## src/hdl/ile_pkg.sv

```systemverilog
// Package for the indexed list engine: sizes, operation and status codes,
// the command and response item types, the RAM request type and the state type.
// Depends on nothing; ile_ctrl, the top level and the testbench import it.
package ile_pkg;

  localparam int DEPTH    = 1024;
  localparam int ADDR_W   = $clog2(DEPTH);
  localparam int COUNT_W  = $clog2(DEPTH + 1);
  localparam int OP_W     = 3;
  localparam int POS_W    = 16;
  localparam int VALUE_W  = 32;
  localparam int STATUS_W = 2;
  localparam int CMP_W    = (COUNT_W > POS_W) ? COUNT_W : POS_W;

  localparam logic [OP_W-1:0] OP_GET      = 3'd0;
  localparam logic [OP_W-1:0] OP_INS_HEAD = 3'd1;
  localparam logic [OP_W-1:0] OP_APPEND   = 3'd2;
  localparam logic [OP_W-1:0] OP_INS_AT   = 3'd3;
  localparam logic [OP_W-1:0] OP_DELETE   = 3'd4;

  localparam logic [STATUS_W-1:0] STATUS_DONE    = 2'd0;
  localparam logic [STATUS_W-1:0] STATUS_INVALID = 2'd1;
  localparam logic [STATUS_W-1:0] STATUS_FULL    = 2'd2;

  typedef struct packed {
    logic [OP_W-1:0]           operation;
    logic signed [POS_W-1:0]   position;
    logic signed [VALUE_W-1:0] item_value;
  } ile_cmd_t;

  typedef struct packed {
    logic signed [VALUE_W-1:0] read_value;
    logic [STATUS_W-1:0]       status;
    logic [COUNT_W-1:0]        count_after;
  } ile_rsp_t;

  typedef struct packed {
    logic               wr_en;
    logic [ADDR_W-1:0]  wr_addr;
    logic [VALUE_W-1:0] wr_data;
    logic               rd_en;
    logic [ADDR_W-1:0]  rd_addr;
  } ile_ram_req_t;

  typedef enum logic [2:0] {
    ST_IDLE,
    ST_GET,
    ST_SHIFT_UP,
    ST_SHIFT_DN,
    ST_FILL,
    ST_RESULT
  } ile_state_t;

endpackage

```

## src/hdl/ile_ctrl.sv

```systemverilog
// Sequencer of the indexed list engine: decodes a command, keeps the element
// count and walks the element RAM to shift entries up or down.
// Depends on ile_pkg.
module ile_ctrl
  import ile_pkg::*;
(
  input  logic               clk,
  input  logic               rst,
  input  logic               cmd_valid,
  output logic               cmd_ready,
  input  ile_cmd_t           cmd,
  input  logic [VALUE_W-1:0] rd_data,
  output ile_ram_req_t       ram_req,
  output logic               res_valid,
  output ile_rsp_t           res,
  input  logic               res_taken
);

  ile_state_t          state;
  ile_state_t          state_next;
  logic [COUNT_W-1:0]  count;
  logic [ADDR_W-1:0]   ptr;
  logic [ADDR_W-1:0]   stop;
  logic [VALUE_W-1:0]  value;

  // Decode of the command on the input.
  logic                neg;
  logic [CMP_W-1:0]    mag;
  logic [CMP_W-1:0]    cnt_ext;
  logic                pos_lt;
  logic                pos_le;
  logic                full;
  logic [COUNT_W-1:0]  cnt_m1_full;
  logic [ADDR_W-1:0]   cnt_m1;
  logic [ADDR_W-1:0]   cnt_addr;
  logic [ADDR_W-1:0]   pos_addr;
  logic [ADDR_W-1:0]   pos_p1;
  logic                ins_req;
  logic [ADDR_W-1:0]   ins_where;
  logic [STATUS_W-1:0] d_status;
  logic [VALUE_W-1:0]  d_rv;
  logic [COUNT_W-1:0]  d_count;
  ile_state_t          d_next;
  logic                d_wr;
  logic                d_rd;
  logic [ADDR_W-1:0]   d_rd_addr;
  logic [ADDR_W-1:0]   d_ptr;
  logic [ADDR_W-1:0]   d_stop;
  logic                accept;

  assign accept      = cmd_valid && cmd_ready;
  assign neg         = cmd.position[POS_W-1];
  assign mag         = CMP_W'({1'b0, cmd.position[POS_W-2:0]});
  assign cnt_ext     = CMP_W'(count);
  assign pos_lt      = !neg && (mag < cnt_ext);
  assign pos_le      = !neg && (mag <= cnt_ext);
  assign full        = (count == COUNT_W'(DEPTH));
  assign cnt_m1_full = count - COUNT_W'(1);
  assign cnt_m1      = cnt_m1_full[ADDR_W-1:0];
  assign cnt_addr    = count[ADDR_W-1:0];
  assign pos_addr    = mag[ADDR_W-1:0];
  assign pos_p1      = pos_addr + ADDR_W'(1);

  always_comb begin
    ins_req   = 1'b0;
    ins_where = '0;
    d_status  = STATUS_DONE;
    d_rv      = '0;
    d_count   = count;
    d_next    = ST_RESULT;
    d_wr      = 1'b0;
    d_rd      = 1'b0;
    d_rd_addr = pos_addr;
    d_ptr     = cnt_m1;
    d_stop    = cnt_m1;
    case (cmd.operation)
      OP_GET: begin
        if (pos_lt) begin
          d_rd   = 1'b1;
          d_next = ST_GET;
        end else begin
          d_status = STATUS_INVALID;
          d_rv     = '1;
        end
      end
      OP_INS_HEAD: begin
        ins_req = 1'b1;
      end
      OP_APPEND: begin
        ins_req   = 1'b1;
        ins_where = cnt_addr;
      end
      OP_INS_AT: begin
        if (neg) begin
          ins_req = 1'b1;
        end else if (!pos_le) begin
          d_status = STATUS_INVALID;
        end else begin
          ins_req   = 1'b1;
          ins_where = pos_addr;
        end
      end
      OP_DELETE: begin
        if (pos_lt) begin
          d_count = cnt_m1_full;
          if (pos_addr != cnt_m1) begin
            d_rd      = 1'b1;
            d_rd_addr = pos_p1;
            d_ptr     = pos_p1;
            d_next    = ST_SHIFT_DN;
          end
        end else begin
          d_status = STATUS_INVALID;
        end
      end
      default: begin
        d_status = STATUS_INVALID;
      end
    endcase
    if (ins_req) begin
      if (full) begin
        d_status = STATUS_FULL;
      end else begin
        d_count = count + COUNT_W'(1);
        d_stop  = ins_where;
        if (ins_where == cnt_addr) begin
          d_wr = 1'b1;
        end else begin
          d_rd      = 1'b1;
          d_rd_addr = cnt_m1;
          d_next    = ST_SHIFT_UP;
        end
      end
    end
  end

  always_comb begin
    state_next = state;
    case (state)
      ST_IDLE: begin
        if (cmd_valid) begin
          state_next = d_next;
        end
      end
      ST_GET: begin
        state_next = ST_RESULT;
      end
      ST_SHIFT_UP: begin
        if (ptr == stop) begin
          state_next = ST_FILL;
        end
      end
      ST_SHIFT_DN: begin
        if (ptr == stop) begin
          state_next = ST_RESULT;
        end
      end
      ST_FILL: begin
        state_next = ST_RESULT;
      end
      ST_RESULT: begin
        if (res_taken) begin
          state_next = ST_IDLE;
        end
      end
      default: begin
        state_next = ST_IDLE;
      end
    endcase
  end

  // The read and write of one cycle always touch different entries, and a
  // command starts only after the previous one has written everything, so
  // no forwarding is needed around the RAM.
  always_comb begin
    cmd_ready       = 1'b0;
    res_valid       = 1'b0;
    ram_req.wr_en   = 1'b0;
    ram_req.wr_addr = stop;
    ram_req.wr_data = value;
    ram_req.rd_en   = 1'b0;
    ram_req.rd_addr = d_rd_addr;
    case (state)
      ST_IDLE: begin
        cmd_ready       = 1'b1;
        ram_req.wr_en   = cmd_valid && d_wr;
        ram_req.wr_addr = cnt_addr;
        ram_req.wr_data = cmd.item_value;
        ram_req.rd_en   = cmd_valid && d_rd;
      end
      ST_SHIFT_UP: begin
        ram_req.wr_en   = 1'b1;
        ram_req.wr_addr = ptr + ADDR_W'(1);
        ram_req.wr_data = rd_data;
        ram_req.rd_en   = (ptr != stop);
        ram_req.rd_addr = ptr - ADDR_W'(1);
      end
      ST_SHIFT_DN: begin
        ram_req.wr_en   = 1'b1;
        ram_req.wr_addr = ptr - ADDR_W'(1);
        ram_req.wr_data = rd_data;
        ram_req.rd_en   = (ptr != stop);
        ram_req.rd_addr = ptr + ADDR_W'(1);
      end
      ST_FILL: begin
        ram_req.wr_en = 1'b1;
      end
      ST_RESULT: begin
        res_valid = 1'b1;
      end
      default: begin
        cmd_ready = 1'b0;
      end
    endcase
  end

  always_ff @(posedge clk) begin
    if (rst) begin
      state <= ST_IDLE;
      count <= '0;
    end else begin
      state <= state_next;
      if (accept) begin
        count <= d_count;
      end
    end
  end

  always_ff @(posedge clk) begin
    case (state)
      ST_IDLE: begin
        if (cmd_valid) begin
          ptr             <= d_ptr;
          stop            <= d_stop;
          value           <= cmd.item_value;
          res.read_value  <= d_rv;
          res.status      <= d_status;
          res.count_after <= d_count;
        end
      end
      ST_GET: begin
        res.read_value <= rd_data;
      end
      ST_SHIFT_UP: begin
        if (ptr != stop) begin
          ptr <= ptr - ADDR_W'(1);
        end
      end
      ST_SHIFT_DN: begin
        if (ptr != stop) begin
          ptr <= ptr + ADDR_W'(1);
        end
      end
      default: begin
        ptr <= ptr;
      end
    endcase
  end

`ifndef SYNTH
  a_count_bound: assert property (@(posedge clk) disable iff (rst)
    count <= COUNT_W'(DEPTH))
    else $error("element count beyond store depth");

  a_count_step: assert property (@(posedge clk) disable iff (rst)
    accept |=> (count == $past(count) || count == $past(count) + COUNT_W'(1) ||
                count == $past(count) - COUNT_W'(1)))
    else $error("element count moved by more than one");

  a_wr_in_range: assert property (@(posedge clk) disable iff (rst)
    (state != ST_IDLE && ram_req.wr_en) |-> (COUNT_W'(ram_req.wr_addr) < count))
    else $error("shift write outside the held elements");

  a_no_overlap: assert property (@(posedge clk) disable iff (rst)
    (ram_req.wr_en && ram_req.rd_en) |-> (ram_req.wr_addr != ram_req.rd_addr))
    else $error("read and write of the same entry in one cycle");
`endif

endmodule

```

## config.mk

```make
export PLATFORM = sky130hd
export DESIGN_NAME = ile_ctrl
export DESIGN_NICKNAME = d
export VERILOG_FILES = /design/src/hdl/ile_pkg.sv /design/src/hdl/ile_ctrl.sv
export SDC_FILE = /design/constraint.sdc
export NUM_CORES = 1
export LEC_CHECK = 0
export CAP_MARGIN = 20
export CELL_PAD_IN_SITES_DETAIL_PLACEMENT = 1
export CELL_PAD_IN_SITES_GLOBAL_PLACEMENT = 1
export CORE_MARGIN = 4
export CORE_UTILIZATION = 25
export DETAILED_ROUTE_END_ITERATION = 16
export DONT_BUFFER_PORTS = 1
export GPL_TIMING_DRIVEN = 0
export PLACE_DENSITY = 0.51
export SLEW_MARGIN = 20
export SYNTH_ARGS = -nofsm -noshare
export SYNTH_HDL_FRONTEND = slang
export SYNTH_SLANG_ARGS = --single-unit
```

## constraint.sdc

```tcl
create_clock -name clk -period 5 [get_ports clk]
set_clock_uncertainty 0.1 [all_clocks]
set_input_delay 1 -clock clk [delete_from_list [all_inputs] [get_ports clk]]
set_output_delay 1 -clock clk [all_outputs]
set_load 0.03 [all_outputs]
```

-- Word level (Yosys, flattened, before mapping)
Index checks and enable logic that the tools add are counted.
- output and inout bits: 101
- register bits after elaboration: 111
- equal/unequal tests: 20
- magnitude comparators: 2
- $add $sub $neg: 5
- reduce and logical (&&, ||, !) cells: 18
- muxes and demuxes: 62
- operators with widths (operator ; number):
    $mux 10 ; 16
    $pmux 43 s3 ; 1
    $mux 32 ; 2
    $pmux 32 s2 ; 1
    $mux 45 ; 1
    $mux 11 ; 4
    $pmux 10 s2 ; 2
    $mux 3 ; 10
    $pmux 10 s3 ; 1
    $add 10x1->10 const B ; 2
    $eq 10x10->1 ; 2
    $ne 10x10->1 ; 2
    $mux 1 ; 16
    $le 15x11->1 ; 1
    $lt 15x11->1 ; 1
    $pmux 3 s5 ; 1
    $eq 3x2->1 const B ; 4
    $ne 2x2->1 const B ; 6
    $add 11x1->11 const B ; 1
    $eq 11x11->1 const B ; 1
    $sub 11x1->11 const B ; 1
    $sub 10x1->10 const B ; 1
    $eq 3x3->1 const B ; 3
    $reduce_and 4->1 ; 2
    other kinds (13) ; 25

-- Longest topological paths before layout
- word-level depth: 11
- mapped depth: 14
- gate-level depth less buffers: 10

-- Least setup slack after synthesis
OpenSTA, ideal clock, no wires.
- path kind: in2out
- from: input port cmd[38] in the netlist's numbering
- to: output port ram_req[4] in the netlist's numbering
- buffers on the path: 1
- arrival: 3708 ps
- required time: 3900 ps
- slack: 192 ps
- cell stages on the path: 9
- path through: ha_1 -> a21oi_1 -> o21ai_0 -> a2111oi_2 -> o211ai_1 -> a21oi_1 -> clkbuf_1 -> nand2_1 -> o221ai_1
- RTL lines (item ; line ; RTL):
    from (decl) ; ile_ctrl.sv:11 ; input ile_cmd_t cmd,
    to (decl) ; ile_ctrl.sv:13 ; output ile_ram_req_t ram_req,

==> out/metrics.cfg <==
[clock_tree]
cts_buffers=9
cts_sinks=111
h-tree-depth=3
clk_latency_ps=370
postCtsHoldBufs=0
cts_buffer_depth=2
cts_tree=built
root_buffer=clkbuf_16
clk_pin_slew_ps=90

[critical_path]
cp-end-kind=output port
timing.rr.start=state[0]
reg2reg_to=res[22]
startpoint_type=register
r2r_cells=8
crit_path_start=count[7]
rrSetupSlack_ps=1050
critical_path_class=reg2out
cp_max_fo=10
required_ps=3900
arrival_ps=3750

[detailed_routing]
route.detailed.drc=0
dr.pass1.iters=5
drtIter0Drc=405
wl_per_cell_um=26.9
viasPerCell=5.58
vias=7247
drt-total-wl_mm=34.9
drtAntennaViolNets=0

[timing]
slew_viol_final=0
fmax_mhz=206
fin_hold_ws_ps=472
rsz0062_at_grt=no
period_share_pct=97.1
hold_viol=0
setup_viol=0
max_slew_margin_pct=24.3
worst_slew_pin_slew_ps=1120
fin_crit_ps=4850

[outcome]
outcome=complete, no violations

[grt]
grt_pass1_wl_mm=51.6
antenna_found_initial=0
grt_usage_pct=19.4
grt_pass1_vias=7328
grt_max_degree=40
gr-total-overflow=0

[finish]
drive_above_1_share_pct=10.6
area_growth_pct=15.3
diodes=0
final_cells=1298
final_cell_mix=edfxtp_1 (97), xnor2_1 (68), a22oi_1 (67)
final_common_cell=edfxtp_1
fin_nets=995

[synthesis]
synth.avg_cell_area_sq_um=9.19
synth-seq-cells=111
syn_area_sq_mm=0.00797
synthTopCellsByArea=edfxtp_1 (37%), xnor2_1 (7.5%), a22oi_1 (6.3%), o21ai_0 (4.0%), a21o_1 (3.6%)
async_flop_share_pct=0
yosysTopAreaCell=edfxtp_1
syn_nets=971
synth_edf_count=97
synth_flop_cell=edfxtp_1
ys.warnings.count=0
ys_seq_area_share_pct=40.1
syn_inst=867
synth_top_area_share_pct=36.6
yosysUniqueCellTypes=70

[die]
start_util_pct=25.3
core_sq_mm=0.0315
io_pins=188
dieHeight_um=187
die_w_um=187
die_area_sq_mm=0.0348
row_count=65

[power_and_ir_drop]
p_leak_nw=3.15
irDropWorstVdd_mv=0.176
cellPowerDensity_mw_per_mm2=387

[min_path]
min_to=count[10]
min_path_type=reg2reg
hold_depth=2
hold_start=count[10]

[placement]
dp.cells=1270
io_buffer_count=0
gp_congestion=0.865
hpwl_mm=26.3

[run]
drv_cap=0

-- cell families after synthesis --
logic type      share of synthesized area (%)
mux                                      1.55
compound gates                           26.3
fa+ha+maj                                2.67
simple gates                             15.3
xor+xnor                                 8.97
buf+inv                                  5.18
flops                                    40.1
-- flip-flops by register name (all words and copies together) (netlist names) --
signal / count
stop: 10
count: 11
ptr: 10
res: 45
state: 3
value: 32
-- what timing repair did --
item                                    in CTS  in global routing
endpoints found under the setup margin      12                 12
pin swaps                                    9                  4
gates resized for setup                     50                 17
buffers inserted                            14                  0
-- worst max-delay path, cell delays in order, from the launching register on --
cell	delay [ps]
dfxtp_4	460
clkinv_2	190
ha_1	340
nand4_1	220
a211oi_4	410
a211oi_1	100
o31ai_1	370
a211oi_2	210
a21oi_2	290
buf_6	200
nand2_2	190
o221ai_4	400
-- layer usage --
layer	up-vias	part of all wire (%)	GRT usage [%]
met5	-	0	0
met4	0	1.8	4.66
met3	33	6.8	5.50
met2	250	48	32.3
met1	3618	43	25.0
li1	3346	-	-
-- through the flow --
stage / area [sq um] / setup slack [ps] / setup TNS [ps] / utilization [%] / total power (W)
finish: 9180 / 145 / 0 / 29.2 / 0.00355
global route: 9180 / 0.990 / 0 / 29.2 / 0.00373
CTS: 9130 / 14.6 / 0 / 29.0 / 0.00358
detailed placement: 8510 / -1370 / -12280 / 27.0 / 0.00273
global placement: 8470 / -1490 / -31620 / 26.9 / 0.00271
floorplan: 7970 / 192 / 0 / - / 0.00235
-- where the power goes --
part | internal [W] | leakage (nW) | switching [W]
clock | 0.000366 | 0.153 | 0.000427
sequential | 0.00120 | 1.04 | 0.000220
combinational | 0.000362 | 1.96 | 0.000976
total | 0.00193 | 3.15 | 0.00162
-- synth_stat cells, drive strengths merged (5+ instances only) --
cell type	instances
a2111oi	6
a211oi	7
a21o	38
a21oi	45
a221oi	8
a22oi	67
a31oi	8
and2	6
and3	16
buf	14
clkbuf	61
clkinv	7
dfxtp	14
edfxtp	97
ha	17
inv	21
mux2i	9
nand2	66
nand3	26
nand4	7
nor2	51
nor2b	5
nor3	23
nor4	10
o2111ai	5
o211ai	8
o21ai	64
o221ai	6
o22ai	12
or2	5
or3	7
or4	5
xnor2	68
xor2	11
-- layout make-up --
cell class | count | area (sq um)
fillers | 3608 | 22300
multi-input cells | 653 | 4580
flip-flops and latches | 111 | 3210
well taps | 402 | 503
plain buffers | 73 | 322
clock buffers | 9 | 225
repair buffers | 15 | 133
inverters | 28 | 126
clock inverters | 7 | 88.8
-- worst max path at each step --
stage                 endpoint  depth (start not counted)  slack (ps)
detailed placement  ram_req[9]                         11       -1370
global route        ram_req[3]                         14           1
floorplan           ram_req[4]                          9         190
CTS                 ram_req[4]                         13          10
finish              ram_req[4]                         11         150
global placement    ram_req[9]                         11       -1490
(Power assumes the default switching activity.)
